### src/rtl/core/bmp32_stream_decoder_assert.svh
// assertion macros for the bmp32 stream decoder
// used by the top level only, no other dependencies
`ifndef BMP32_STREAM_DECODER_ASSERT_SVH
`define BMP32_STREAM_DECODER_ASSERT_SVH

// same-cycle implication, disabled in reset
`define BMP32_ASSERT_IMPLY(lbl, clk, rst_n, ante, cons) \
  lbl: assert property (@(posedge clk) disable iff (!rst_n) (ante) |-> (cons)) \
    else $error("bmp32 assertion failed");

// next-cycle implication, disabled in reset
`define BMP32_ASSERT_NEXT(lbl, clk, rst_n, ante, cons) \
  lbl: assert property (@(posedge clk) disable iff (!rst_n) (ante) |=> (cons)) \
    else $error("bmp32 assertion failed");

`endif

### src/rtl/core/bmp32_pkg.sv
// shared types and constants for the bmp32 stream decoder
// no dependencies
`default_nettype none

package bmp32_pkg;

  localparam int MAX_WIDTH  = 1024;
  localparam int MAX_HEIGHT = 1024;

  localparam int DIM_W  = 11;
  localparam int ADDR_W = 20;
  localparam int Q_DEPTH = 4;
  localparam int Q_AW    = $clog2(Q_DEPTH);

  localparam logic [5:0]  HDR_BYTES   = 6'd54;
  localparam logic [15:0] SIG_BM      = 16'h4D42;
  localparam logic [31:0] INFO_MIN    = 32'd40;
  localparam logic [15:0] BPP_32      = 16'd32;

  localparam logic [5:0] OFS_BASE   = 6'd10;
  localparam logic [5:0] INFO_BASE  = 6'd14;
  localparam logic [5:0] WID_BASE   = 6'd18;
  localparam logic [5:0] HGT_BASE   = 6'd22;
  localparam logic [5:0] PLN_BASE   = 6'd26;
  localparam logic [5:0] BPP_BASE   = 6'd28;
  localparam logic [5:0] CMP_BASE   = 6'd30;

  typedef enum logic [1:0] {
    PH_HEADER,
    PH_SKIP,
    PH_PIXEL,
    PH_DRAIN
  } phase_t;

  typedef enum logic [2:0] {
    ST_PIXEL,
    ST_TRUNC,
    ST_SIG,
    ST_HDR,
    ST_DIM,
    ST_COMP,
    ST_BIG,
    ST_OFS
  } status_t;

  typedef struct packed {
    status_t            status;
    logic [31:0]        pixel;
    logic [DIM_W-1:0]   drow;
    logic [DIM_W-1:0]   col;
    logic               last;
    logic [DIM_W-1:0]   width;
    logic [DIM_W-1:0]   height;
  } entry_t;

endpackage

`default_nettype wire

### src/rtl/core/bmp32_front.sv
// front end: header capture and checks, offset skip, pixel assembly
// depends on bmp32_pkg, pushes work entries into bmp32_fifo
`default_nettype none

module bmp32_front (
  input  wire logic              clk,
  input  wire logic              rst_n,
  input  wire logic              in_valid,
  output logic                   in_stall,
  input  wire logic [7:0]        in_data_byte,
  input  wire logic              in_end_of_file,
  input  wire logic              q_full,
  output logic                   q_push,
  output bmp32_pkg::entry_t      q_entry
);
  import bmp32_pkg::*;

  function automatic logic [31:0] put_byte(input logic [31:0] field, input logic [7:0] b,
                                           input logic [1:0] lane);
    logic [31:0] res;
    res = field;
    res[{lane, 3'b000} +: 8] = b;
    return res;
  endfunction

  phase_t phase_r, phase_nxt;
  logic [5:0]  hdr_cnt_r, hdr_cnt_nxt;
  logic [31:0] pos_r, pos_nxt;
  logic [1:0]  bip_r, bip_nxt;
  logic [23:0] part_r, part_nxt;
  logic [DIM_W-1:0] row_r, row_nxt;
  logic [DIM_W-1:0] col_r, col_nxt;
  logic flip_r, flip_nxt;
  logic [DIM_W-1:0] w_r, w_nxt;
  logic [DIM_W-1:0] h_r, h_nxt;

  logic [15:0] sig_r, sig_nxt;
  logic [31:0] ofs_r, ofs_nxt;
  logic [31:0] info_r, info_nxt;
  logic [31:0] wid_r, wid_nxt;
  logic [31:0] hgt_r, hgt_nxt;
  logic [15:0] pln_r, pln_nxt;
  logic [15:0] bpp_r, bpp_nxt;
  logic [31:0] cmp_r, cmp_nxt;

  logic        accept;
  logic        eof;
  logic        hdr_done;
  logic        pix_done;
  logic        last_pix;
  logic [31:0] abs_h;
  status_t     chk;
  logic [DIM_W-1:0] drow;

  assign in_stall = q_full;
  assign accept   = in_valid && !q_full;
  assign eof      = in_end_of_file;
  assign hdr_done = (hdr_cnt_r == HDR_BYTES - 6'd1);
  assign pix_done = (bip_r == 2'd3);
  assign last_pix = (row_r + DIM_W'(1) == h_r) && (col_r + DIM_W'(1) == w_r);
  assign abs_h    = hgt_r[31] ? (32'd0 - hgt_r) : hgt_r;
  assign drow     = flip_r ? (h_r - DIM_W'(1) - row_r) : row_r;

  // header checks, the first failing check sets the status
  always_comb begin
    chk = ST_PIXEL;
    if (sig_r != SIG_BM) begin
      chk = ST_SIG;
    end else if (info_r < INFO_MIN || pln_r != 16'd1 || bpp_r != BPP_32) begin
      chk = ST_HDR;
    end else if (wid_r[31] || wid_r == 32'd0 || hgt_r == 32'd0) begin
      chk = ST_DIM;
    end else if (cmp_r != 32'd0) begin
      chk = ST_COMP;
    end else if (wid_r > 32'(MAX_WIDTH) || abs_h > 32'(MAX_HEIGHT)) begin
      chk = ST_BIG;
    end else if (ofs_r < 32'(HDR_BYTES)) begin
      chk = ST_OFS;
    end
  end

  // next state
  always_comb begin
    phase_nxt = phase_r;
    if (accept) begin
      if (eof) begin
        phase_nxt = PH_HEADER;
      end else begin
        unique case (phase_r)
          PH_HEADER: begin
            if (hdr_done) begin
              if (chk != ST_PIXEL) begin
                phase_nxt = PH_DRAIN;
              end else if (32'(HDR_BYTES) >= ofs_r) begin
                phase_nxt = PH_PIXEL;
              end else begin
                phase_nxt = PH_SKIP;
              end
            end
          end
          PH_SKIP: begin
            if (pos_r + 32'd1 >= ofs_r) begin
              phase_nxt = PH_PIXEL;
            end
          end
          PH_PIXEL: begin
            if (pix_done && last_pix) begin
              phase_nxt = PH_DRAIN;
            end
          end
          PH_DRAIN: begin
            phase_nxt = PH_DRAIN;
          end
          default: begin
            phase_nxt = PH_HEADER;
          end
        endcase
      end
    end
  end

  // queue push and entry
  always_comb begin
    q_push         = 1'b0;
    q_entry        = '0;
    q_entry.status = ST_TRUNC;
    if (accept) begin
      unique case (phase_r)
        PH_HEADER: begin
          if (hdr_done && chk != ST_PIXEL) begin
            q_push         = 1'b1;
            q_entry.status = chk;
          end else begin
            q_push = eof;
          end
        end
        PH_SKIP: begin
          q_push = eof;
        end
        PH_PIXEL: begin
          if (!pix_done || (eof && !last_pix)) begin
            q_push = eof;
          end else begin
            q_push         = 1'b1;
            q_entry.status = ST_PIXEL;
            q_entry.pixel  = {in_data_byte, part_r};
            q_entry.drow   = drow;
            q_entry.col    = col_r;
            q_entry.last   = last_pix;
            q_entry.width  = w_r;
            q_entry.height = h_r;
          end
        end
        PH_DRAIN: begin
          q_push = 1'b0;
        end
        default: begin
          q_push = 1'b0;
        end
      endcase
    end
  end

  // header field capture
  always_comb begin
    sig_nxt  = sig_r;
    ofs_nxt  = ofs_r;
    info_nxt = info_r;
    wid_nxt  = wid_r;
    hgt_nxt  = hgt_r;
    pln_nxt  = pln_r;
    bpp_nxt  = bpp_r;
    cmp_nxt  = cmp_r;
    if (accept && phase_r == PH_HEADER) begin
      case (hdr_cnt_r) inside
        6'd0: sig_nxt[7:0] = in_data_byte;
        6'd1: sig_nxt[15:8] = in_data_byte;
        [OFS_BASE:OFS_BASE + 6'd3]:
          ofs_nxt = put_byte(ofs_r, in_data_byte, 2'(hdr_cnt_r - OFS_BASE));
        [INFO_BASE:INFO_BASE + 6'd3]:
          info_nxt = put_byte(info_r, in_data_byte, 2'(hdr_cnt_r - INFO_BASE));
        [WID_BASE:WID_BASE + 6'd3]:
          wid_nxt = put_byte(wid_r, in_data_byte, 2'(hdr_cnt_r - WID_BASE));
        [HGT_BASE:HGT_BASE + 6'd3]:
          hgt_nxt = put_byte(hgt_r, in_data_byte, 2'(hdr_cnt_r - HGT_BASE));
        [PLN_BASE:PLN_BASE + 6'd1]:
          pln_nxt = 16'(put_byte({16'd0, pln_r}, in_data_byte, 2'(hdr_cnt_r - PLN_BASE)));
        [BPP_BASE:BPP_BASE + 6'd1]:
          bpp_nxt = 16'(put_byte({16'd0, bpp_r}, in_data_byte, 2'(hdr_cnt_r - BPP_BASE)));
        [CMP_BASE:CMP_BASE + 6'd3]:
          cmp_nxt = put_byte(cmp_r, in_data_byte, 2'(hdr_cnt_r - CMP_BASE));
        default: ;
      endcase
    end
  end

  // counters and pixel assembly
  always_comb begin
    hdr_cnt_nxt = hdr_cnt_r;
    pos_nxt     = pos_r;
    bip_nxt     = bip_r;
    part_nxt    = part_r;
    row_nxt     = row_r;
    col_nxt     = col_r;
    flip_nxt    = flip_r;
    w_nxt       = w_r;
    h_nxt       = h_r;
    if (accept) begin
      case (phase_r)
        PH_HEADER: begin
          hdr_cnt_nxt = hdr_cnt_r + 6'd1;
          if (hdr_done) begin
            pos_nxt  = 32'(HDR_BYTES);
            flip_nxt = !hgt_r[31];
            w_nxt    = wid_r[DIM_W-1:0];
            h_nxt    = abs_h[DIM_W-1:0];
          end
        end
        PH_SKIP: begin
          pos_nxt = pos_r + 32'd1;
        end
        PH_PIXEL: begin
          if (!pix_done) begin
            part_nxt[{bip_r, 3'b000} +: 8] = in_data_byte;
            bip_nxt = bip_r + 2'd1;
          end else begin
            bip_nxt = 2'd0;
            if (col_r + DIM_W'(1) >= w_r) begin
              col_nxt = '0;
              row_nxt = row_r + DIM_W'(1);
            end else begin
              col_nxt = col_r + DIM_W'(1);
            end
          end
        end
        default: ;
      endcase
      if (eof) begin
        hdr_cnt_nxt = '0;
        pos_nxt     = '0;
        bip_nxt     = '0;
        row_nxt     = '0;
        col_nxt     = '0;
        flip_nxt    = 1'b0;
      end
    end
  end

  always_ff @(posedge clk) begin
    if (!rst_n) begin
      phase_r   <= PH_HEADER;
      hdr_cnt_r <= '0;
      pos_r     <= '0;
      bip_r     <= '0;
      row_r     <= '0;
      col_r     <= '0;
      flip_r    <= 1'b0;
    end else begin
      phase_r   <= phase_nxt;
      hdr_cnt_r <= hdr_cnt_nxt;
      pos_r     <= pos_nxt;
      bip_r     <= bip_nxt;
      row_r     <= row_nxt;
      col_r     <= col_nxt;
      flip_r    <= flip_nxt;
    end
  end

  always_ff @(posedge clk) begin
    part_r <= part_nxt;
    w_r    <= w_nxt;
    h_r    <= h_nxt;
    sig_r  <= sig_nxt;
    ofs_r  <= ofs_nxt;
    info_r <= info_nxt;
    wid_r  <= wid_nxt;
    hgt_r  <= hgt_nxt;
    pln_r  <= pln_nxt;
    bpp_r  <= bpp_nxt;
    cmp_r  <= cmp_nxt;
  end

endmodule

`default_nettype wire

### src/rtl/core/bmp32_fifo.sv
// short work queue between front and back end
// depends on bmp32_pkg for the entry type and depth
`default_nettype none

module bmp32_fifo (
  input  wire logic              clk,
  input  wire logic              rst_n,
  input  wire logic              push,
  input  wire bmp32_pkg::entry_t push_entry,
  output logic                   full,
  input  wire logic              pop,
  output logic                   not_empty,
  output bmp32_pkg::entry_t      head
);
  import bmp32_pkg::*;

  entry_t          mem_r [Q_DEPTH];
  logic [Q_AW-1:0] wr_ptr_r, wr_ptr_nxt;
  logic [Q_AW-1:0] rd_ptr_r, rd_ptr_nxt;
  logic [Q_AW:0]   cnt_r, cnt_nxt;

  assign full      = (cnt_r == (Q_AW + 1)'(Q_DEPTH));
  assign not_empty = (cnt_r != '0);
  assign head      = mem_r[rd_ptr_r];

  always_comb begin
    wr_ptr_nxt = push ? wr_ptr_r + Q_AW'(1) : wr_ptr_r;
    rd_ptr_nxt = pop ? rd_ptr_r + Q_AW'(1) : rd_ptr_r;
    cnt_nxt    = cnt_r;
    if (push && !pop) begin
      cnt_nxt = cnt_r + (Q_AW + 1)'(1);
    end else if (pop && !push) begin
      cnt_nxt = cnt_r - (Q_AW + 1)'(1);
    end
  end

  always_ff @(posedge clk) begin
    if (!rst_n) begin
      wr_ptr_r <= '0;
      rd_ptr_r <= '0;
      cnt_r    <= '0;
    end else begin
      wr_ptr_r <= wr_ptr_nxt;
      rd_ptr_r <= rd_ptr_nxt;
      cnt_r    <= cnt_nxt;
    end
  end

  always_ff @(posedge clk) begin
    if (push) begin
      mem_r[wr_ptr_r] <= push_entry;
    end
  end

endmodule

`default_nettype wire

### src/rtl/core/bmp32_back.sv
// back end: destination address multiply and result output register
// depends on bmp32_pkg, takes entries from bmp32_fifo
`default_nettype none

module bmp32_back (
  input  wire logic                          clk,
  input  wire logic                          rst_n,
  input  wire logic                          q_valid,
  input  wire bmp32_pkg::entry_t             q_head,
  output logic                               q_pop,
  output logic                               out_valid,
  input  wire logic                          out_stall,
  output logic [2:0]                         out_status,
  output logic [31:0]                        out_pixel_value,
  output logic [bmp32_pkg::ADDR_W-1:0]       out_pixel_address,
  output logic                               out_last_pixel,
  output logic [bmp32_pkg::DIM_W-1:0]        out_image_width,
  output logic [bmp32_pkg::DIM_W-1:0]        out_image_height
);
  import bmp32_pkg::*;

  logic                 valid_r, valid_nxt;
  logic [2:0]           status_r;
  logic [31:0]          pixel_r;
  logic [ADDR_W-1:0]    addr_r, addr_nxt;
  logic                 last_r;
  logic [DIM_W-1:0]     width_r;
  logic [DIM_W-1:0]     height_r;
  logic [2*DIM_W-1:0]   prod;

  assign q_pop = q_valid && (!valid_r || !out_stall);
  assign prod  = q_head.drow * q_head.width;

  always_comb begin
    addr_nxt  = ADDR_W'(prod + (2 * DIM_W)'(q_head.col));
    valid_nxt = valid_r;
    if (q_pop) begin
      valid_nxt = 1'b1;
    end else if (!out_stall) begin
      valid_nxt = 1'b0;
    end
  end

  always_ff @(posedge clk) begin
    if (!rst_n) begin
      valid_r <= 1'b0;
    end else begin
      valid_r <= valid_nxt;
    end
  end

  always_ff @(posedge clk) begin
    if (q_pop) begin
      status_r <= q_head.status;
      pixel_r  <= q_head.pixel;
      addr_r   <= addr_nxt;
      last_r   <= q_head.last;
      width_r  <= q_head.width;
      height_r <= q_head.height;
    end
  end

  assign out_valid         = valid_r;
  assign out_status        = status_r;
  assign out_pixel_value   = pixel_r;
  assign out_pixel_address = addr_r;
  assign out_last_pixel    = last_r;
  assign out_image_width   = width_r;
  assign out_image_height  = height_r;

endmodule

`default_nettype wire

### src/rtl/core/bmp32_stream_decoder.sv
// bmp32 stream decoder top: one file byte per cycle in unless stalled, status or pixel results out
// a result is written into the queue when its byte is accepted, then into the output register
// throughput: one byte per cycle unless stalled, set by the byte-wide front end and a four-entry queue
// stalls on the result side reach the byte input only once the queue is full
// reset (rst_n low, synchronous) returns to the header phase at once, no clearing pass
// depends on bmp32_pkg, bmp32_front, bmp32_fifo, bmp32_back, assertion macro header
`default_nettype none

module bmp32_stream_decoder (
  input  wire logic                          clk,
  input  wire logic                          rst_n,
  input  wire logic                          in_valid,
  output logic                               in_stall,
  input  wire logic [7:0]                    in_data_byte,
  input  wire logic                          in_end_of_file,
  output logic                               out_valid,
  input  wire logic                          out_stall,
  output logic [2:0]                         out_status,
  output logic [31:0]                        out_pixel_value,
  output logic [bmp32_pkg::ADDR_W-1:0]       out_pixel_address,
  output logic                               out_last_pixel,
  output logic [bmp32_pkg::DIM_W-1:0]        out_image_width,
  output logic [bmp32_pkg::DIM_W-1:0]        out_image_height
);
  import bmp32_pkg::*;

  `include "bmp32_stream_decoder_assert.svh"

  logic   q_push;
  logic   q_full;
  logic   q_pop;
  logic   q_valid;
  entry_t q_entry;
  entry_t q_head;

  bmp32_front u_front (
    .clk            (clk),
    .rst_n          (rst_n),
    .in_valid       (in_valid),
    .in_stall       (in_stall),
    .in_data_byte   (in_data_byte),
    .in_end_of_file (in_end_of_file),
    .q_full         (q_full),
    .q_push         (q_push),
    .q_entry        (q_entry)
  );

  bmp32_fifo u_fifo (
    .clk        (clk),
    .rst_n      (rst_n),
    .push       (q_push),
    .push_entry (q_entry),
    .full       (q_full),
    .pop        (q_pop),
    .not_empty  (q_valid),
    .head       (q_head)
  );

  bmp32_back u_back (
    .clk               (clk),
    .rst_n             (rst_n),
    .q_valid           (q_valid),
    .q_head            (q_head),
    .q_pop             (q_pop),
    .out_valid         (out_valid),
    .out_stall         (out_stall),
    .out_status        (out_status),
    .out_pixel_value   (out_pixel_value),
    .out_pixel_address (out_pixel_address),
    .out_last_pixel    (out_last_pixel),
    .out_image_width   (out_image_width),
    .out_image_height  (out_image_height)
  );

  // error results carry an all-zero payload
  `BMP32_ASSERT_IMPLY(a_err_zero, clk, rst_n, out_valid && out_status != ST_PIXEL, out_pixel_value == 32'd0 && out_pixel_address == '0 && !out_last_pixel && out_image_width == '0)
  // last pixel only on a pixel result with a real image size
  `BMP32_ASSERT_IMPLY(a_last_pix, clk, rst_n, out_valid && out_last_pixel, out_status == ST_PIXEL && out_image_width != '0 && out_image_height != '0)
  // the queue is never pushed while full
  `BMP32_ASSERT_IMPLY(a_no_overflow, clk, rst_n, q_full, !q_push)
  // a popped entry shows up on the output next cycle
  `BMP32_ASSERT_NEXT(a_pop_shows, clk, rst_n, q_pop, out_valid)

endmodule

`default_nettype wire

### config.mk
export PLATFORM = sky130hd
export DESIGN_NAME = bmp32_stream_decoder
export DESIGN_NICKNAME = d
export VERILOG_FILES = /design/src/rtl/core/bmp32_pkg.sv /design/src/rtl/core/bmp32_front.sv /design/src/rtl/core/bmp32_fifo.sv /design/src/rtl/core/bmp32_back.sv /design/src/rtl/core/bmp32_stream_decoder.sv
export VERILOG_INCLUDE_DIRS = /design/src /design/src/rtl/core
export SDC_FILE = /design/constraint.sdc
export NUM_CORES = 1
export LEC_CHECK = 0
export BUFFER_PORTS_ARGS = -buffer_cell sky130_fd_sc_hd__buf_4
export CAP_MARGIN = 5
export CORE_MARGIN = 3
export CORE_UTILIZATION = 30
export DETAILED_ROUTE_END_ITERATION = 8
export PLACE_DENSITY_LB_ADDON = 0.05
export SETUP_SLACK_MARGIN = 0.5
export SLEW_MARGIN = 20
export SYNTH_ARGS = -nofsm -noshare
export SYNTH_HDL_FRONTEND = slang
export SYNTH_SLANG_ARGS = --single-unit
### constraint.sdc
create_clock -name clk -period 13 [get_ports clk]
set_clock_uncertainty 0.15 [all_clocks]
set_input_delay 2.6 -clock clk [delete_from_list [all_inputs] [get_ports clk]]
set_output_delay 2.6 -clock clk [all_outputs]
set_load 0.01 [all_outputs]
==> qor.txt <==
Starting Density - 30.4%
Commonest non-fill, non-tap cells in the layout - edfxtp_1, inv_1, and2_1, nand2_1, ha_1
Die Ht - 345 um
Placement Rows - 123
# DRC - 0
Routed WL per cell - 21.4 um
Filler cell count in the final layout - 11.1k
Hold path start - u_front.wid_r[2]$_DFFE_PP_
Die Width - 345 um
I/O Buffers - 92
CP delay by family, top - adder cells
CP Buf/Inv Count - 4
Net count, final - 2834
Clock tree buffer depth - 3
Commonest non-fill, non-tap cell in the layout - edfxtp_1
Slowest CP cell - buf_4
Maxcap violations - 0
Hold Violations, Final - 0
Die Area - 0.119 mm2
RSZ-0062 raised after global routing - no
Number of global-route vias before repair - 21.4k
Worst skew pair latency - 0.66 ns
Post-synth top area cell - edfxtp_1
Antenna violations before repair - 5
Final std cells w/o fill - 4179
Cell mode on critical path - fa_1
Startpoint Class - register
Synth Instances - 2497
Num CTS Buffers - 86
CP Depth - 20
Post-Route WL - 89.4 mm
Placed cell count - 4016
Status - finished clean
Worst Tran Pin Value - 1.08 ns
DRT Pass-1 Iters - 5
Largest net degree at the start of global routing - 60
Sequential fraction of the synthesis area - 60.9%
Total GRT Usage - 15.2%
R2R depth - 20
Resize count post-CTS - 0
Starting DRT DRC Count - 1108
Period utilization - 59.6%
Core footprint - 0.113 mm2
# IOs - 93
Seq cells post-synth - 724
Multi-input gate area - 0.0124 mm2
Ys Warns - 0
First-pass GRT wire length - 135 mm
Slew headroom - 27.7%
Crit-path cells - buf_4 -> buf_4 -> mux4_2 -> and2_1 -> fa_1 -> fa_1 -> inv_1 -> fa_1 -> fa_1 -> fa_1 -> inv_1 -> ha_1 -> nand3_1 -> nand2_1 -> a41o_1 -> or4_1 -> nand2_1 -> o2111ai_1 -> a21oi_1 -> xnor2_1
Main flop type after synthesis - edfxtp_1
Root Driver - clkbuf_16
Syn nets - 2727
Setup_tns - 0 ns
Final Max Slew Viols - 0
CTS tree - yes
Hold Path Depth - 0
WP data arrival - 8.00 ns
Synth unique cells - 77
Level count of the clock H-tree - 3
WS Path Type - register to register
Dpl hpwl - 60.7 mm
EDFF count, synth - 649
Post-CTS Setup Bufs - 0
Syn Std Cell Area - 0.0345 mm2
Vias/cell - 4.81
Layout area overhead - 15.5%
Top fanout value on the critical path - 38
Hold Crit Class - register to register
Asr flop ratio synth - 0%
Finish-stage setup viols - 0
Routability cong. - 0.839
DRT antenna net count - 0
Post-Syn Area per Cell - 13.8 um2
FMAX - 129 MHz
Share of layout cells above drive strength 1 - 13.9%
Setup crit end kind - register
# hold bufs at CTS - 0
Slowest stage delay, CP - 0.75 ns
Via Count - 20.1k
CTS clk-pin slew, worst paths - 0.06 ns
Final min period - 7.75 ns
Top cell type's share of synthesized area - 56.6%
CP required - 13.25 ns
Clock sinks - 724
Synth area leaders - edfxtp_1, fa_1, mux4_2, ha_1, dfxtp_1
Total gr overflow - 0
FF/Latch Area - 0.0210 mm2
==> area by class of cell <==
cell class / instances / area share [%]
timing repair buffer: 120 / 2.26
clock inverter: 57 / 1.57
sequential: 724 / 52.7
antenna: 1 / 0.00628
clock buffer: 105 / 5.66
inverter: 202 / 1.90
multi-input combinational: 1470 / 31.1
tap: 1500 / 4.71
==> state kept, by name (all words and copies together), names as in the netlist, 20 cells and up, named ones only <==
register / cells
u_front.wid_r: 32
u_fifo.mem_r: 320
u_front.ofs_r: 32
u_front.info_r: 29
u_back.out_pixel_address: 20
u_front.part_r: 24
u_front.cmp_r: 32
u_front.hgt_r: 32
u_front.pos_r: 32
u_back.out_pixel_value: 32
==> stage by stage <==
step           hold WS (ns)  instance area (um2)  utilization [%]  setup slack, ns
6_report              0.306                39800             35.2             5.25
5_1_grt               0.316                39800             35.1             4.65
3_5_place_dp          0.294                36900             32.6             5.01
3_3_place_gp          0.291                36900             32.6             5.02
2_1_floorplan         0.277                34500                -             4.97
4_1_cts               0.307                39800             35.1             5.01
==> Yosys cell counts (6+ instances only) <==
master       n
nand4_1     28
xor2_1      29
mux2i_1     14
o21ai_0     62
and2_1     174
o21a_1      14
a211oi_1     7
or2_2       11
nand3_1     55
a21o_1      11
a21boi_0    18
nor2_1     108
or3_1       15
and4_1      12
ha_1       125
a22oi_1     15
nor4_1      62
fa_1        92
a31oi_1     15
xnor2_1     74
edfxtp_1   649
nor3_1      43
a32o_1      10
nor2b_1     43
nand2_1    165
mux4_2      80
o2111ai_1    6
nor3b_1     12
a21oi_1     52
or4_1       10
and3_1      21
inv_1      202
buf_1       10
dfxtp_1     75
clkbuf_1    87
o31ai_1      6
nand2b_1    16
==> metal layers <==
layer | vias to the layer above | GRT usage, % | routed length [um]
met2 | 348 | 26.1 | 44100
li1 | 9375 | - | -
met1 | 10200 | 19.9 | 40300
met3 | 135 | 2.37 | 3070
met4 | 0 | 4.02 | 1930
met5 | - | 0 | 0
==> path summary, 6_finish.rpt <==
path                            slack (ns)                                     end
worst max-delay path                  5.25  u_back.out_pixel_address[18]$_DFFE_PP_
worst min-delay path                  0.31                u_front.w_r[2]$_DFFE_PP_
worst max register to register        5.25  u_back.out_pixel_address[18]$_DFFE_PP_
worst min register to register        0.31                u_front.w_r[2]$_DFFE_PP_
==> worst register-to-register path, delay by kind of cell, from the launching register on <==
kind | cells | cell delay (ns)
AOI/OAI and AO/OA | 3 | 0.55
muxes | 1 | 0.74
and+or+nand+nor | 5 | 0.96
DFF | 1 | 0.62
adders and majority gates | 6 | 2.87
xor gates and xnor gates | 1 | 0.08
buffers and inverters | 4 | 1.55
==> logic make-up after synthesis <==
kind of cell / synth area share (%)
AO/OA/AOI/OAI: 5.02
buffers and inverters: 3.32
adder cells (fa/ha/maj): 9.88
multiplexers: 5.71
AND/OR/NAND/NOR: 12.5
flip-flops: 60.9
XOR/XNOR: 2.62
Power is not shown: default switching activity piles up to over one toggle a cycle in this logic, so the estimate is an artifact.
